## src/rtl/core/lzvd_pkg.sv

```systemverilog
// Shared types, constants and a helper function of the LZSS variable width decoder.
package lzvd_pkg;

  localparam int LZVD_WINDOW_DEPTH     = 65536;
  localparam int LZVD_RESULTS_PER_ITEM = 64;

  localparam int BYTE_W      = 8;
  localparam int DIST_BITS_W = 5;
  localparam int LEN_BITS_W  = 4;
  localparam int OUT_LEN_W   = 24;
  localparam int CFG_IDX_W   = 2;
  localparam int CFG_DATA_W  = 24;
  localparam int BB_W        = 24;
  localparam int BB_CNT_W    = 5;
  localparam int FIELD_W     = 16;
  localparam int REM_W       = 9;

  localparam logic [DIST_BITS_W-1:0] DIST_BITS_RST = 5'd8;
  localparam logic [LEN_BITS_W-1:0]  LEN_BITS_RST  = 4'd4;
  localparam logic [OUT_LEN_W-1:0]   OUT_LEN_RST   = 24'd65536;
  localparam logic [DIST_BITS_W-1:0] DIST_BITS_MAX = 5'd16;
  localparam logic [LEN_BITS_W-1:0]  LEN_BITS_MAX  = 4'd8;

  // Room test for a new byte: the buffer takes 8 more bits at or below this fill.
  localparam logic [BB_CNT_W-1:0] BB_APPEND_MAX = 5'd16;
  localparam logic [BB_CNT_W-1:0] BB_FULL       = 5'd24;

  localparam logic [31:0] MINLEN_MUL   = 32'h38E3_8E39;
  localparam int          MINLEN_SHIFT = 33;

  typedef enum logic [CFG_IDX_W-1:0] {
    REG_DIST_BITS  = 2'd0,
    REG_LEN_BITS   = 2'd1,
    REG_OUT_LENGTH = 2'd2
  } lzvd_reg_e;

  typedef enum logic [1:0] {
    PH_FLAG,
    PH_LIT,
    PH_DIST,
    PH_LEN
  } lzvd_phase_e;

  typedef enum logic [1:0] {
    ST_IDLE,
    ST_STEP,
    ST_COPY_WR,
    ST_FINISH
  } lzvd_state_e;

  typedef struct packed {
    logic [BYTE_W-1:0] out_byte;
    logic              stream_done;
    logic              bad_distance;
  } lzvd_res_t;

  typedef struct packed {
    logic push;
    logic finish;
  } lzvd_os_ctl_t;

  typedef struct packed {
    logic can_push;
    logic can_finish;
    logic hold_valid;
  } lzvd_os_stat_t;

  typedef struct packed {
    logic                clear;
    logic                take;
    logic                append;
    logic [BB_CNT_W-1:0] take_n;
  } lzvd_bb_op_t;

  // Minimum copy length for the given (already limited) field widths.
  function automatic logic [BYTE_W-1:0] min_length(input logic [DIST_BITS_W-1:0] dbits,
                                                  input logic [LEN_BITS_W-1:0] lbits);
    logic [5:0]  s;
    logic [37:0] p;
    s = 6'(dbits) + 6'(lbits) + 6'd1;
    p = 38'(s) * 38'(MINLEN_MUL);
    return BYTE_W'(p >> MINLEN_SHIFT) + 8'd1;
  endfunction

endpackage

```

## src/rtl/core/lzvd_bit_buf.sv

```systemverilog
// MSB-first bit buffer: appends whole bytes and hands out fields of up to 16 bits.
module lzvd_bit_buf import lzvd_pkg::*; (
  input  logic                clk_i,
  input  logic                rst_ni,
  input  lzvd_bb_op_t         op_i,
  input  logic [BYTE_W-1:0]   byte_i,
  output logic [BB_CNT_W-1:0] count_o,
  output logic [FIELD_W-1:0]  take_val_o
);

  logic [BB_W-1:0]     bb_q, bb_d;
  logic [BB_CNT_W-1:0] cnt_q, cnt_d;
  logic [BB_CNT_W-1:0] rest;
  logic [BB_W-1:0]     shifted;
  logic [FIELD_W:0]    field_mask;
  logic [BB_W:0]       rest_mask;

  always_comb begin
    rest       = cnt_q - op_i.take_n;
    shifted    = bb_q >> rest;
    field_mask = (17'd1 << op_i.take_n) - 17'd1;
    rest_mask  = (25'd1 << rest) - 25'd1;
    take_val_o = shifted[FIELD_W-1:0] & field_mask[FIELD_W-1:0];

    bb_d  = bb_q;
    cnt_d = cnt_q;
    if (op_i.clear) begin
      bb_d  = '0;
      cnt_d = '0;
    end else if (op_i.take) begin
      bb_d  = bb_q & rest_mask[BB_W-1:0];
      cnt_d = rest;
    end else if (op_i.append) begin
      bb_d  = {bb_q[BB_W-BYTE_W-1:0], byte_i};
      cnt_d = cnt_q + 5'd8;
    end
  end

  always_ff @(posedge clk_i or negedge rst_ni) begin
    if (!rst_ni) begin
      bb_q  <= '0;
      cnt_q <= '0;
    end else begin
      bb_q  <= bb_d;
      cnt_q <= cnt_d;
    end
  end

  assign count_o = cnt_q;

endmodule

```

## config.mk

```make
export PLATFORM = sky130hd
export DESIGN_NAME = lzvd_bit_buf
export DESIGN_NICKNAME = d
export VERILOG_FILES = /design/src/rtl/core/lzvd_pkg.sv /design/src/rtl/core/lzvd_bit_buf.sv
export SDC_FILE = /design/constraint.sdc
export NUM_CORES = 1
export LEC_CHECK = 0
export ABC_AREA = 1
export ABC_CLOCK_PERIOD_IN_PS = 5200
export BUFFER_PORTS_ARGS = -buffer_cell sky130_fd_sc_hd__buf_2
export CORE_UTILIZATION = 60
export CTS_BUF_LIST = sky130_fd_sc_hd__clkbuf_2
export DETAILED_ROUTE_END_ITERATION = 8
export PLACE_DENSITY_LB_ADDON = 0.25
export SYNTH_ARGS = -nofsm -noshare
export SYNTH_HDL_FRONTEND = slang
export SYNTH_SLANG_ARGS = --single-unit
```

## constraint.sdc

```tcl
create_clock -name clk_i -period 5.2 [get_ports clk_i]
set_input_delay 0.26 -clock clk_i [delete_from_list [all_inputs] [get_ports clk_i]]
set_output_delay 0.26 -clock clk_i [all_outputs]
set_load 0.005 [all_outputs]
```

# == After elaboration in Yosys (flattened, before gate mapping) ==
# Cells that the tools add are included.
# classes
addsub,4
shift,3
muxes,6
bitwise_logic,2
reduce_logical,1
# ops
cell,count
$mux W24,3
$and A24 B24 Y24,1
$shl A1 B5 Y24 const A,1
$shr A24 B5 Y16,1
$sub A24 B1 Y24 const B,1
$and A16 B16 Y16,1
$shl A1 B5 Y16 const A,1
$sub A16 B1 Y16 const B,1
$mux W5,3
$add A5 B4 Y5 const B,1
$sub A5 B5 Y5,1
$reduce_bool A3 Y1,1
# word_totals
reg_bits,29
input_bits,18
output_inout_bits,21

# == Logic depth before layout (Yosys ltp) ==
# logic_depth
ltp_word,6
ltp_mapped,20

# == Least setup slack after synthesis ==
# Ideal clock, no wire load.
# synth_timing
path_type,flip-flop to flip-flop
from,register cnt_q[0] (netlist: count_o[0])
to,register bb_q[16]
arrival_ns,2.650
slack_ns,2.427
stages_incl_launch_ff,19
n_path_buf,2
synth_period_minus_slack_ns,2.773
cell_sequence,dfrtp_1 inv_1 ha_1 fa_1 inv_1 nand3_1 nand3_1 nand2_2 buf_4 buf_2 nand3_1 ha_1 nand3_4 nor2_4 nand2_2 nor2_1 nand2_1 nand3_1 a21oi_1
# synth_via
elab_chain_len,6
# synth_lines
item,line,rtl
from (decl),lzvd_bit_buf.sv:12,"logic [BB_CNT_W-1:0] cnt_q, cnt_d;"
from (signal assigned),lzvd_bit_buf.sv:45,cnt_q <= cnt_d;
$sub A5 B5 Y5,lzvd_bit_buf.sv:19,rest = cnt_q - op_i.take_n;
$shl A1 B5 Y24,lzvd_bit_buf.sv:22,rest_mask = (25'd1 << rest) - 25'd1;
$sub A24 B1 Y24,lzvd_bit_buf.sv:22,
$and A24 B24 Y24,lzvd_bit_buf.sv:31,bb_d = bb_q & rest_mask[BB_W-1:0];
$mux W24,lzvd_bit_buf.sv:30,end else if (op_i.take) begin
$mux W24,lzvd_bit_buf.sv:27,if (op_i.clear) begin
to (signal assigned),lzvd_bit_buf.sv:41,bb_q <= '0;
to (signal assigned),lzvd_bit_buf.sv:44,bb_q <= bb_d;
to (decl),lzvd_bit_buf.sv:11,"logic [BB_W-1:0] bb_q, bb_d;"
# Every way passes these cells.
# A chain may end at the register's enable or synchronous reset.

# == Worst setup path after layout ==
# layout_timing
from,register cnt_q[0] (netlist: count_o[0])
to,output take_val_o[7]
# layout_via
elab_chain_len,3
# layout_lines
item,line,rtl
$sub A5 B5 Y5,lzvd_bit_buf.sv:19,
$shr A24 B5 Y16,lzvd_bit_buf.sv:20,shifted = bb_q >> rest;
$and A16 B16 Y16,lzvd_bit_buf.sv:23,take_val_o = shifted[FIELD_W-1:0] & field_mask[FIELD_W-1:0];
to (decl),lzvd_bit_buf.sv:8,output logic [FIELD_W-1:0] take_val_o
# Every way passes these cells.

==> impl_metrics.tcl <==
set metrics [dict create \
    outcome "complete, no violations" \
    fin_crit_sh_pct 74.2 \
    timing.reg2reg.worst_path_depth 15 \
    synth_seq_cells 29 \
    vias_per_cell 6.41 \
    drcViolationCount 0 \
    wirelength_microns 12000 \
    final_period_minus_worst_setup_slack_ps 3860 \
    dp_slack_ps 1650 \
    yosys_most_used_dff "sky130_fd_sc_hd__dfrtp_1" \
    grt_start_max_net_pins 45 \
    final-max-slew-violation-count 0 \
    grt_first_pass_wirelength_microns 19500 \
    number_of_distinct_library_cells_after_synthesis 49 \
    synth_area_per_cell_sq_um 5.88 \
    power.sequential.fraction_pct 22.7 \
    min_path_cells 2 \
    htreeDepth 2 \
    max-vdd-ir-drop_v 0.000345 \
    critical_path_required_ps 4940 \
    netSwitchingFraction_pct 53.3 \
    asyncSetResetFlopFracSynth_pct 100 \
    synth.top_cells.by_area "sky130_fd_sc_hd__dfrtp_1 20%, sky130_fd_sc_hd__nand2_1 18%, sky130_fd_sc_hd__o21ai_0 10%" \
    yosysWarnings 0 \
    critPathCaptureType "output pin" \
    design.core.area_sq_um 5640 \
    internal_power_mw 0.547 \
    floorplan.die_area_sq_um 6280 \
    final.setup_skew_ps 23.3 \
    crit_path_top_delay_cell "sky130_fd_sc_hd__fa_1" \
    crit_fanout 28 \
    insertedDiodeCount 0 \
    grt_pass1_vias 4053 \
    grt_overflow 0 \
    postLayoutSetupSlackWorst_ps 1340 \
    antenna_left 0 \
    clkSlewWorstSetupHoldPaths_ps 160 \
    timing_worst_slew_pin_value_ps 901 \
    place.gp.congestion 0.992 \
    post_synth_inst_count 609 \
    tritoncts "done" \
    design.final.nets 654 \
    multi_input_logic_area_sq_um 2460 \
    die_y_microns 79.3 \
    post_synth_edffs 0 \
    layout-drive-gt1-share_pct 11.0 \
    synth.largest_area_cell "sky130_fd_sc_hd__dfrtp_1" \
    setup_repair_after_global_routing_missed_its_margin "no" \
    timing.critical_path.mode_cell "sky130_fd_sc_hd__nor2_1" \
    clockBufferDepth 2 \
    clock_buffer_count_from_cts 5 \
    critical_path.max_stage_delay_ps 1050 \
    seq_area_sq_um 726 \
    synth.cell_area_sq_um 3580 \
    final_hold_viol_count 0 \
    setup_tns_ps 0 \
    design.portCount 39 \
    kind_of_start_point_of_the_critical_path "flop" \
    place.port_buffers 38 \
    cts.sink_count 29 \
    wl_per_cell_microns 17.1 \
    area_delta_synth_final_pct 6.60 \
    drtPass1Iterations 6 \
    comb_power_share_pct 62.7 \
    nFillCells 521 \
    maxCapViolCount 0 \
    initial_utilization_pct 63.5 \
    p_leak_nw 1.88 \
    timing.hold.worst.class "in2reg" \
    slew-limit-headroom_pct 39.8 \
    critPathKind "reg2out" \
    drtIter0Drc 642 \
    synthDominantCellAreaShare_pct 20.3 \
    timing.critical_path.arrival_ps 3600 \
    synthMostInstantiatedCell "sky130_fd_sc_hd__nand2_1" \
    hold_start "byte_i[1]" \
    r2r-start "count_o[0]" \
    worstPathCellList "inv_1, ha_1, fa_1, nand2_1, nor2_1, nand2_1, nor2_1, a22oi_1, nor2_1, buf_2" \
    insertion_delay_ps 390 \
    clockRootBuffer "sky130_fd_sc_hd__clkbuf_2" \
    ranking_of_synthesized_cells_by_instance_count "167 x sky130_fd_sc_hd__nand2_1, 74 x sky130_fd_sc_hd__o21ai_0, 72 x sky130_fd_sc_hd__nor2_1" \
    setup_violations 0 \
    timing.reg2reg.setup_slack_ps 1580 \
    initial_antenna_violation_count 0 \
    psw_mw 0.624 \
    fmaxAchievable_ghz 0.259 \
    num_rows 27 \
    number_of_nets_produced_by_synthesis 634 \
    ys_seq_area_share_pct 20.3 \
    chipWidth_microns 79.3 \
    hold_path_end "bb_q[1]" \
    globalRouteTotalUtil_pct 40.3 \
    pwr_density_cell_nw_per_um2 307 \
    detailed_place_hpwl_microns 8870 \
    regToRegEndpoint "bb_q[14]" \
    share_clk_of_total_power_pct 14.5 \
    detailroute.via_count 4501 \
]
cells by family after synthesis:
kind of cell	count (synthesis)	share of synthesized area, %
flip-flops	29	20.3
adder cells (fa/ha/maj)	7	2.66
AO/OA/AOI/OAI	153	25.9
AND/OR/NAND/NOR	314	37.4
XOR/XNOR	6	1.47
buffers and inverters	95	10.9
multiplexers	5	1.40
layout make-up:
| class | count | share of cell area (%) |
|---|---|---|
| Multi-Input combinational cell | 485 | 64.5 |
| Sequential cell | 29 | 19.0 |
| Inverter | 65 | 6.39 |
| Timing Repair Buffer | 43 | 6.03 |
| Tap cell | 72 | 2.36 |
| Clock inverter | 2 | 0.885 |
| Clock buffer | 6 | 0.787 |
worst max-delay path, delay by kind of cell, from the launching register on:
kind,cells,cell delay (ps)
fa+ha+maj,2,1260
buf+inv,2,190
flops,1,380
compound gates,1,170
simple gates,5,1220
state kept, by name (all words and copies together), names as in the netlist:
name / flops
bb_q: 24
count_o: 5
how the worst max path moves through the flow:
stage	slack [ps]	depth (start not counted)	start	to
after floorplan	2430	18	count_o[0]	bb_q[16]
after global placement	1790	17	op_i[0]	bb_q[18]
after detailed placement	1650	15	op_i[0]	bb_q[14]
after CTS	1370	12	count_o[0]	take_val_o[13]
after global routing	1030	12	count_o[0]	take_val_o[13]
final	1340	10	count_o[0]	take_val_o[7]
per-layer routing:
metal  up-vias  track usage, %  wire (microns)
li1       2103               -               -
met1      2003            58.7            4940
met2       340            60.1            5090
met3        55            5.52            1520
met4         0            14.9             468
met5         -               0               0
cell usage in the layout, fill, tap and decap left out, types with 3 or more instances in the layout:
cell type and n:
sky130_fd_sc_hd__nand2_1 167, sky130_fd_sc_hd__o21ai_0 74, sky130_fd_sc_hd__nor2_1 72, sky130_fd_sc_hd__inv_1 60
sky130_fd_sc_hd__nand3_1 38, sky130_fd_sc_hd__buf_2 38, sky130_fd_sc_hd__dfrtp_1 29, sky130_fd_sc_hd__a21oi_1 22
sky130_fd_sc_hd__o211ai_1 13, sky130_fd_sc_hd__nand4_1 12, sky130_fd_sc_hd__o22ai_1 8, sky130_fd_sc_hd__a22oi_1 8
sky130_fd_sc_hd__nor3_1 6, sky130_fd_sc_hd__ha_1 6, sky130_fd_sc_hd__clkbuf_2 6, sky130_fd_sc_hd__mux2i_1 5
sky130_fd_sc_hd__nand2_2 4, sky130_fd_sc_hd__a211oi_1 4, sky130_fd_sc_hd__xor2_1 4, sky130_fd_sc_hd__nor2_2 4
sky130_fd_sc_hd__buf_4 4, sky130_fd_sc_hd__inv_2 3, sky130_fd_sc_hd__o21a_1 3, sky130_fd_sc_hd__nor4_1 3
sky130_fd_sc_hd__clkinv_1 3, sky130_fd_sc_hd__o211ai_2 3, sky130_fd_sc_hd__o31ai_1 3
power groups by stage:
stage | sequential [mW] | clock (mW) | combinational [mW]
floorplan | 0.261 | 0 | 0.544
global placement | 0.268 | 0 | 0.697
detailed placement | 0.269 | 0 | 0.709
CTS | 0.265 | 0.173 | 0.712
global route | 0.267 | 0.180 | 0.815
finish | 0.266 | 0.170 | 0.735
stage by stage:
step	utilization [%]	hold slack, ps	power (mW)	std cells	instance area (sq um)
floorplan	-	-35.6	0.805	609	3580
global placement	66.4	324	0.965	693	3740
detailed placement	66.4	342	0.978	693	3740
CTS	67.7	116	1.15	702	3820
global route	67.7	125	1.26	702	3820
finish	67.7	120	1.17	702	3820
timing repair:
item | in CTS | in global routing
endpoints found under the hold margin | 29 | 0
setup buffers | 0 | 0
hold buffers | 1 | 0
endpoints found under the setup margin | 0 | 0
gates resized for setup | 0 | 0
Note: power is estimated with default switching activity, not from simulation.
