<file path="src/rtl/core/lzvd_pkg.sv">
// Shared types, constants and a helper function of the LZSS variable width decoder.
package lzvd_pkg;

  localparam int LZVD_WINDOW_DEPTH     = 65536;
  localparam int LZVD_RESULTS_PER_ITEM = 64;

  localparam int BYTE_W      = 8;
  localparam int DIST_BITS_W = 5;
  localparam int LEN_BITS_W  = 4;
  localparam int OUT_LEN_W   = 24;
  localparam int CFG_IDX_W   = 2;
  localparam int CFG_DATA_W  = 24;
  localparam int BB_W        = 24;
  localparam int BB_CNT_W    = 5;
  localparam int FIELD_W     = 16;
  localparam int REM_W       = 9;

  localparam logic [DIST_BITS_W-1:0] DIST_BITS_RST = 5'd8;
  localparam logic [LEN_BITS_W-1:0]  LEN_BITS_RST  = 4'd4;
  localparam logic [OUT_LEN_W-1:0]   OUT_LEN_RST   = 24'd65536;
  localparam logic [DIST_BITS_W-1:0] DIST_BITS_MAX = 5'd16;
  localparam logic [LEN_BITS_W-1:0]  LEN_BITS_MAX  = 4'd8;

  // Room test for a new byte: the buffer takes 8 more bits at or below this fill.
  localparam logic [BB_CNT_W-1:0] BB_APPEND_MAX = 5'd16;
  localparam logic [BB_CNT_W-1:0] BB_FULL       = 5'd24;

  localparam logic [31:0] MINLEN_MUL   = 32'h38E3_8E39;
  localparam int          MINLEN_SHIFT = 33;

  typedef enum logic [CFG_IDX_W-1:0] {
    REG_DIST_BITS  = 2'd0,
    REG_LEN_BITS   = 2'd1,
    REG_OUT_LENGTH = 2'd2
  } lzvd_reg_e;

  typedef enum logic [1:0] {
    PH_FLAG,
    PH_LIT,
    PH_DIST,
    PH_LEN
  } lzvd_phase_e;

  typedef enum logic [1:0] {
    ST_IDLE,
    ST_STEP,
    ST_COPY_WR,
    ST_FINISH
  } lzvd_state_e;

  typedef struct packed {
    logic [BYTE_W-1:0] out_byte;
    logic              stream_done;
    logic              bad_distance;
  } lzvd_res_t;

  typedef struct packed {
    logic push;
    logic finish;
  } lzvd_os_ctl_t;

  typedef struct packed {
    logic can_push;
    logic can_finish;
    logic hold_valid;
  } lzvd_os_stat_t;

  typedef struct packed {
    logic                clear;
    logic                take;
    logic                append;
    logic [BB_CNT_W-1:0] take_n;
  } lzvd_bb_op_t;

  // Minimum copy length for the given (already limited) field widths.
  function automatic logic [BYTE_W-1:0] min_length(input logic [DIST_BITS_W-1:0] dbits,
                                                  input logic [LEN_BITS_W-1:0] lbits);
    logic [5:0]  s;
    logic [37:0] p;
    s = 6'(dbits) + 6'(lbits) + 6'd1;
    p = 38'(s) * 38'(MINLEN_MUL);
    return BYTE_W'(p >> MINLEN_SHIFT) + 8'd1;
  endfunction

endpackage

</file>
<file path="src/rtl/core/lzvd_out_if.sv">
// Output channel carrying one decompressed word per handshake.
interface lzvd_out_if import lzvd_pkg::*; ();
  logic              valid;
  logic              ready;
  logic [BYTE_W-1:0] out_byte;
  logic              run_last;
  logic              stream_done;
  logic              bad_distance;

  modport source (output valid, output out_byte, output run_last, output stream_done,
                  output bad_distance, input ready);
  modport sink   (input valid, input out_byte, input run_last, input stream_done,
                  input bad_distance, output ready);
endinterface

</file>
<file path="src/rtl/core/lzvd_out_stage.sv">
// Result staging: one word is held back until it is known whether it ends its item.
module lzvd_out_stage import lzvd_pkg::*; (
  input  logic          clk_i,
  input  logic          rst_ni,
  input  lzvd_os_ctl_t  ctl_i,
  input  lzvd_res_t     res_i,
  output lzvd_os_stat_t stat_o,
  lzvd_out_if.source    out_o
);

  lzvd_res_t hold_q;
  logic      hold_v_q;
  lzvd_res_t out_q;
  logic      out_last_q;
  logic      out_v_q;
  logic      out_free;

  assign out_free          = !out_v_q || out_o.ready;
  assign stat_o.can_push   = !hold_v_q || out_free;
  assign stat_o.can_finish = !hold_v_q || out_free;
  assign stat_o.hold_valid = hold_v_q;

  always_ff @(posedge clk_i or negedge rst_ni) begin
    if (!rst_ni) begin
      hold_v_q <= 1'b0;
      out_v_q  <= 1'b0;
    end else begin
      if (ctl_i.push && stat_o.can_push) begin
        hold_v_q <= 1'b1;
        if (hold_v_q) begin
          out_v_q <= 1'b1;
        end else if (out_o.ready) begin
          out_v_q <= 1'b0;
        end
      end else if (ctl_i.finish && hold_v_q && out_free) begin
        hold_v_q <= 1'b0;
        out_v_q  <= 1'b1;
      end else if (out_o.ready) begin
        out_v_q <= 1'b0;
      end
    end
  end

  // Payload registers.
  always_ff @(posedge clk_i) begin
    if (ctl_i.push && stat_o.can_push) begin
      hold_q <= res_i;
      if (hold_v_q) begin
        out_q      <= hold_q;
        out_last_q <= 1'b0;
      end
    end else if (ctl_i.finish && hold_v_q && out_free) begin
      out_q      <= hold_q;
      out_last_q <= 1'b1;
    end
  end

  assign out_o.valid        = out_v_q;
  assign out_o.out_byte     = out_q.out_byte;
  assign out_o.run_last     = out_last_q;
  assign out_o.stream_done  = out_q.stream_done;
  assign out_o.bad_distance = out_q.bad_distance;

endmodule

</file>
<file path="src/flat_wrapper.sv">
// flat-port wrapper written by rule: the top's interface ports become plain ports
module lzvd_out_stage_flat import lzvd_pkg::*;
  (clk_i, rst_ni, ctl_i, res_i, stat_o, out_o_valid, out_o_out_byte, out_o_run_last, out_o_stream_done, out_o_bad_distance, out_o_ready);
  lzvd_out_if out_o_i ();
  input  logic clk_i;
  input  logic rst_ni;
  input  lzvd_os_ctl_t ctl_i;
  input  lzvd_res_t res_i;
  output lzvd_os_stat_t stat_o;
  output wire logic [$bits(out_o_i.valid)-1:0] out_o_valid;
  output wire logic [$bits(out_o_i.out_byte)-1:0] out_o_out_byte;
  output wire logic [$bits(out_o_i.run_last)-1:0] out_o_run_last;
  output wire logic [$bits(out_o_i.stream_done)-1:0] out_o_stream_done;
  output wire logic [$bits(out_o_i.bad_distance)-1:0] out_o_bad_distance;
  input wire logic [$bits(out_o_i.ready)-1:0] out_o_ready;
  assign out_o_valid = out_o_i.valid;
  assign out_o_out_byte = out_o_i.out_byte;
  assign out_o_run_last = out_o_i.run_last;
  assign out_o_stream_done = out_o_i.stream_done;
  assign out_o_bad_distance = out_o_i.bad_distance;
  assign out_o_i.ready = out_o_ready;
  lzvd_out_stage u_core (.clk_i(clk_i), .rst_ni(rst_ni), .ctl_i(ctl_i), .res_i(res_i), .stat_o(stat_o), .out_o(out_o_i));
endmodule
</file>
<file path="config.mk">
export PLATFORM = sky130hd
export DESIGN_NAME = lzvd_out_stage_flat
export DESIGN_NICKNAME = d
export VERILOG_FILES = /design/src/rtl/core/lzvd_pkg.sv /design/src/rtl/core/lzvd_out_if.sv /design/src/rtl/core/lzvd_out_stage.sv /design/src/flat_wrapper.sv
export SDC_FILE = /design/constraint.sdc
export NUM_CORES = 1
export LEC_CHECK = 0
export ABC_AREA = 1
export ABC_CLOCK_PERIOD_IN_PS = 1100
export BUFFER_PORTS_ARGS = -buffer_cell sky130_fd_sc_hd__buf_2
export CAP_MARGIN = 20
export CORE_ASPECT_RATIO = 0.8
export CORE_MARGIN = 8
export CORE_UTILIZATION = 41
export CTS_CLUSTER_DIAMETER = 40
export CTS_CLUSTER_SIZE = 16
export DETAILED_ROUTE_END_ITERATION = 12
export MAX_ROUTING_LAYER = met4
export PLACE_DENSITY = 0.72
export SKIP_CTS_REPAIR_TIMING = 1
export SYNTH_ARGS = -nofsm -noshare
export SYNTH_HDL_FRONTEND = slang
export SYNTH_SLANG_ARGS = --single-unit
</file>
<file path="constraint.sdc">
create_clock -name clk_i -period 1.1 [get_ports clk_i]
set_input_delay 0.22 -clock clk_i [delete_from_list [all_inputs] [get_ports clk_i]]
set_output_delay 0.22 -clock clk_i [all_outputs]
set_load 0.02 [all_outputs]
</file>
# [Word level (Yosys, flattened, before mapping)]
# Cells that the tools add are included.
[word_totals] reg_bits=23 in_bits=15 out_inout_bits=15
[op_classes] eq_ne=1 muxes=12 reduce_logical=9
[ops] cell="10-bit two-way mux" count=3
[ops] cell="1-bit two-way mux" count=9
[ops] cell="1-bit logical AND" count=3
[ops] cell="1-bit logical NOT" count=2
[ops] cell="1-bit logical OR" count=2
[ops] cell="2-bit by 1-bit inequality test with 1-bit output (second input constant)" count=1
[ops] cell="2-bit AND reduction" count=1
[ops] cell="2-bit nonzero test" count=1

# [Depth between registers and ports, before layout]
# Gate-level depths: netlist (run 1).
[depth] word_depth=6 ltp_mapped=5

# [Least setup slack after synthesis (run 1)]
# No wires, ideal clock.
[synth_path] path_type="register to register" startpoint="register u_core.out_v_q (netlist: u_core.out_o.valid)" endpoint="register u_core.out_q, in the netlist u_core.out_o.bad_distance (enable)" t_arrival_ps=1016 path_buffers=0 stages_incl_launch_ff=4 period_less_slack_ps=1355 required_time_ps=761 setup_time_ps=339 slack_ps=-255 cell_sequence="dfrtp_1 -> nand3_2 -> nand3_1 -> inv_1"
[synth_rtl] item="start: declaration" line="lzvd_out_stage.sv:15" text="logic out_v_q;"
[synth_rtl] item="start signal: assignment" line="lzvd_out_stage.sv:26" text="out_v_q <= 1'b0;"
[synth_rtl] item="start signal: assignment" line="lzvd_out_stage.sv:31" text="out_v_q <= 1'b1;"
[synth_rtl] item="start signal: assignment" line="lzvd_out_stage.sv:33" text="out_v_q <= 1'b0;"
[synth_rtl] item="end signal: assignment" line="lzvd_out_stage.sv:49" text="out_q <= hold_q;"
[synth_rtl] item="end signal: assignment" line="lzvd_out_stage.sv:53" text="out_q <= hold_q;"
[synth_rtl] item="end: declaration" line="lzvd_out_stage.sv:13" text="lzvd_res_t out_q;"

==> results of run 1 <==
-- routing by layer --
layer | part of all wire [%] | wire [um]
met1 | 42 | 624
met2 | 50 | 731
met3 | 6.6 | 98
met4 | 1.4 | 20
met5 | 0 | 0
-- cell usage after synthesis --
| cell type | number |
|---|---|
| nand2_2 | 1 |
| dfrtp_1 | 2 |
| inv_1 | 5 |
| buf_4 | 2 |
| nand3_2 | 1 |
| nand3_1 | 1 |
| edfxtp_1 | 21 |
| nand2_1 | 8 |
-- state kept, by name, summed over array words and instances, names as in the netlist --
name	flops
u_core.out_o.stream_done	1
u_core.hold_v_q	1
u_core.hold_q	10
u_core.out_o.valid	1
u_core.out_o.bad_distance	1
u_core.out_o.run_last	1
u_core.out_o.out_byte	8
-- critical path, cell delays in order (launching register included) --
cell,delay [ps]
dfrtp_2,430
nand3_4,90
buf_6,130
buf_6,120
-- cell type report --
type / count / area, um2
repair buffers: 36 / 260
inverters: 5 / 27.5
flip-flops and latches: 23 / 683
clock inverters: 1 / 5.00
multi-input cells: 11 / 83.8
fillers: 137 / 696
well taps: 24 / 30.0
clock buffers: 3 / 22.5
repair inverters: 2 / 13.8
-- power by group --
| group | total, mW | switching [mW] | internal [mW] |
|---|---|---|---|
| clock network | 0.370 | 0.235 | 0.136 |
| logic | 0.452 | 0.254 | 0.198 |
| registers | 1.13 | 0.0458 | 1.08 |
| total | 1.95 | 0.535 | 1.42 |
-- kinds of logic after synthesis --
family                 Yosys count  share of synthesized area [%]
buffers and inverters            7                           4.41
flip-flops                      23                           88.9
AND/OR/NAND/NOR                 11                           6.70
-- stage by stage --
stage	total power, mW	setup WS [ps]	hold slack [ps]	setup TNS (ps)	area [um2]
5_1_grt	2.04	-234	57.7	-3020	1130
6_report	1.95	-191	83.7	-1710	1130
3_5_place_dp	1.47	-51.4	10.1	-1010	973
3_3_place_gp	1.46	-8.43	6.11	-90.8	973
4_1_cts	1.84	-320	-329	-1880	1000
2_1_floorplan	1.34	-48.8	-75.6	-786	791
-- path summary, 6_finish.rpt --
kind                                              to  depth (start not counted)  slack (ps)             start
max                                        stat_o[1]                          3        -190   u_core.hold_v_q
max reg2reg                u_core.out_o.bad_distance                          4         -60   u_core.hold_v_q
min reg2reg                 u_core.out_o.stream_done                          0         440  u_core.hold_q[1]
max in group asynchronous            u_core.hold_v_q                          2         770            rst_ni
min in group asynchronous         u_core.out_o.valid                          2         220            rst_ni
min                                 u_core.hold_q[6]                          1          80          res_i[6]
==> impl_metrics.json, run 1 <==
{
  "drt_iter0_drc": 5,
  "path_class": "flop to output pin",
  "layout_min_cycle_time_ps": 1290,
  "worst_slew_pin_slew_ps": 118,
  "clock_latency_ps": 300,
  "synthDistinctLibCells": 8,
  "failed_checks": "setup timing",
  "cts_buffers": 3,
  "synth_seq_cells": 23,
  "dieArea_um2": 3520,
  "setup_viol": 26,
  "first_global_vias": 419,
  "finalWorstSetupSlack_ps": -191,
  "pin_count": 30,
  "clock_skew_ps": 1.51,
  "postLayoutCoreUtil_pct": 61.8,
  "area_delta_synth_final_pct": 47.1,
  "fin_crit_sh_pct": 117,
  "p_leak_nw": 0.472,
  "power_density_nw_per_um2": 1730,
  "via_count": 445,
  "crit_fanout": 3,
  "gr-usage-met1_pct": 8.62,
  "cts_root_buf": "clkbuf_4",
  "drt-total-wl_um": 1470,
  "grt_use_total_pct": 7.51,
  "grt_max_degree": 14,
  "antennaDiodeCount": 0,
  "routed_via_density": 4.24,
  "nets": 97,
  "numPlacedInstances": 95,
  "place_congestion": 0.645,
  "ys_seq_area_share_pct": 88.9,
  "netlist_instances": 41,
  "rows": 14,
  "peakVddDrop_uv": 865,
  "slew_violations": 0,
  "antenna_found_initial": 0,
  "outcome": "finished with violations",
  "cts_max_path_buffers": 2,
  "synth.top_cell.area_share_pct": 82.4,
  "final_common_cell": "edfxtp_1",
  "initial_core_util_pct": 42.0,
  "overflow": 0,
  "drive_gt1_share_pct": 64.2,
  "place_hpwl_um": 1000,
  "hold_viol": 0,
  "most-common-layout-cells": "21 x edfxtp_1, 20 x buf_2, 10 x buf_6",
  "grt_pass1_wl_um": 1900,
  "grt_setup_unrepaired": "true",
  "netlist_top_cells_area": "edfxtp_1 82%, dfrtp_1 6.5%, nand2_1 3.9%",
  "dieHeight_um": 54.7,
  "start_kind": "flop",
  "drc": 0,
  "ant_nets": 0,
  "holdCritPathClass": "input port to flop",
  "clock_sinks": 23,
  "h-tree-depth": 1,
  "syn_nets": 56,
  "wl_per_cell_um": 14.0,
  "max-cap-violations": 0,
  "dr.pass1.iters": 2,
  "grt_most_used_layer": "met2",
  "synth_area_um2": 766,
  "use_met3_pct": 2.86,
  "critPathCaptureType": "output pin",
  "instances_no_fill": 105,
  "core-area_um2": 1820,
  "cts_tree": "done",
  "portBuffers": 29,
  "worstPathRequired_ps": 880,
  "crit_arrival_ps": 1070,
  "fmax_ghz": 0.775,
  "die_w_um": 64.3,
  "yosys.area.top_type": "edfxtp_1",
  "ys_warn_count": 0,
  "path_clk_slew_ps": 120,
  "grt_use_met2_pct": 11.2,
  "relSlewSlack_pct": 92.1,
  "syn_avg_cell_area_um2": 18.7
}
(Power assumes the default switching activity.)
==> inputs of run 2 (changes only) <==
--- a/config.mk
+++ b/config.mk
@@ -11,12 +11,12 @@
 export CAP_MARGIN = 20
 export CORE_ASPECT_RATIO = 0.8
 export CORE_MARGIN = 8
-export CORE_UTILIZATION = 41
+export CORE_UTILIZATION = 33
 export CTS_CLUSTER_DIAMETER = 40
 export CTS_CLUSTER_SIZE = 16
 export DETAILED_ROUTE_END_ITERATION = 12
 export MAX_ROUTING_LAYER = met4
-export PLACE_DENSITY = 0.72
+export PLACE_DENSITY = 0.6
 export SKIP_CTS_REPAIR_TIMING = 1
 export SYNTH_ARGS = -nofsm -noshare
 export SYNTH_HDL_FRONTEND = slang
==> impl_metrics.json, run 2 (synthesized netlist as in run 1, its figures left out) <==
{
  "dieArea_um2": 4130,
  "grt_use_total_pct": 6.20,
  "worst_slew_pin_slew_ps": 123,
  "place_hpwl_um": 1020,
  "area_delta_synth_final_pct": 46.9,
  "gr-usage-met1_pct": 4.65,
  "instances_no_fill": 105,
  "setup_viol": 27,
  "core-area_um2": 2180,
  "regMostFlops": "u_core.hold_q",
  "grt_most_used_layer": "met2",
  "total_power_mw": 1.94,
  "grt_setup_unrepaired": "true",
  "grt_pass1_wl_um": 1900,
  "slew_violations": 0,
  "routed_via_density": 4.30,
  "fmax_ghz": 0.794,
  "holdCritPathClass": "input port to flop",
  "dr.pass1.iters": 3,
  "peakVddDrop_uv": 973,
  "wl_per_cell_um": 13.8,
  "layout_min_cycle_time_ps": 1260,
  "hold_viol": 0,
  "antennaDiodeCount": 0,
  "ant_nets": 0,
  "most-common-layout-cells": "21 x edfxtp_1, 18 x buf_2, 11 x buf_6",
  "nets": 96,
  "crit_arrival_ps": 1040,
  "grt_use_met2_pct": 11.8,
  "cts_tree": "done",
  "path_class": "flop to output pin",
  "cts_buffers": 3,
  "clock_skew_ps": 2.62,
  "overflow": 0,
  "numPlacedInstances": 96,
  "clock_latency_ps": 300,
  "failed_checks": "setup timing",
  "rows": 15,
  "clock_sinks": 23,
  "p_leak_nw": 0.469,
  "path_clk_slew_ps": 110,
  "first_global_vias": 412,
  "drive_gt1_share_pct": 60.0,
  "relSlewSlack_pct": 91.8,
  "die_w_um": 69.9,
  "grt_max_degree": 13,
  "drt_iter0_drc": 4,
  "crit_fanout": 2,
  "dieHeight_um": 59.1,
  "max-cap-violations": 0,
  "holdWs_ps": 88.3,
  "start_kind": "flop",
  "via_count": 452,
  "drt-total-wl_um": 1450,
  "fin_crit_sh_pct": 115,
  "pin_count": 30,
  "portBuffers": 29,
  "tns_ps": -1730,
  "critPathCaptureType": "output pin",
  "antenna_found_initial": 0,
  "worstPathRequired_ps": 880,
  "finalWorstSetupSlack_ps": -160,
  "initial_core_util_pct": 35.2,
  "place_ws_ps": -83.8,
  "power_density_nw_per_um2": 1730,
  "largest_reg_flops": 10,
  "cts_root_buf": "clkbuf_4",
  "h-tree-depth": 1,
  "use_met3_pct": 3.69,
  "place_congestion": 0.646,
  "outcome": "finished with violations",
  "drc": 0,
  "nFillCells": 175,
  "cts_max_path_buffers": 2,
  "final_common_cell": "edfxtp_1"
}
run 2: critical path: stages, from the launching register on:
cell and delay [ps]:
dfrtp_2 440, nand3_4 90, buf_6 110, buf_6 110
run 2: area by class of cell:
type                       count  area (um2)  share of cell area [%]
multi-input combinational     11        81.3                    7.23
timing repair inverter         2        13.8                    1.22
inverter                       5        27.5                    2.45
timing repair buffer          35         262                    23.2
tap                           25        31.3                    2.78
clock buffer                   4        26.3                    2.34
sequential                    23         683                    60.7
run 2: per-layer routing:
layer | wire [um] | share of wire, %
met1 | 515 | 36
met2 | 836 | 58
met3 | 80 | 5.5
met4 | 17 | 1.2
met5 | 0 | 0
run 2: worst paths after layout:
path | cells after the start | end | slack, ps | start
max | 3 | stat_o[2] | -160 | u_core.hold_v_q
min | 1 | u_core.hold_q[0] | 90 | res_i[0]
max reg2reg | 5 | u_core.out_o.out_byte[7] | -80 | u_core.hold_v_q
min reg2reg | 0 | u_core.out_o.out_byte[2] | 430 | u_core.hold_q[4]
max in group asynchronous | 2 | u_core.hold_v_q | 750 | rst_ni
min in group asynchronous | 2 | u_core.out_o.valid | 250 | rst_ni
run 2: where the power goes:
group | leakage, nW | switching, mW | internal [mW]
sequential | 0.223 | 0.0438 | 1.08
combinational | 0.231 | 0.251 | 0.202
clock | 0.0150 | 0.221 | 0.141
total | 0.469 | 0.516 | 1.43
run 2: stage by stage:
| step | area, um2 | util [%] |
|---|---|---|
| global placement | 975 | 44.8 |
| CTS | 1000 | 46.0 |
| floorplan | 791 | - |
| detailed placement | 975 | 44.8 |
| global route | 1120 | 51.7 |
| finish | 1120 | 51.7 |
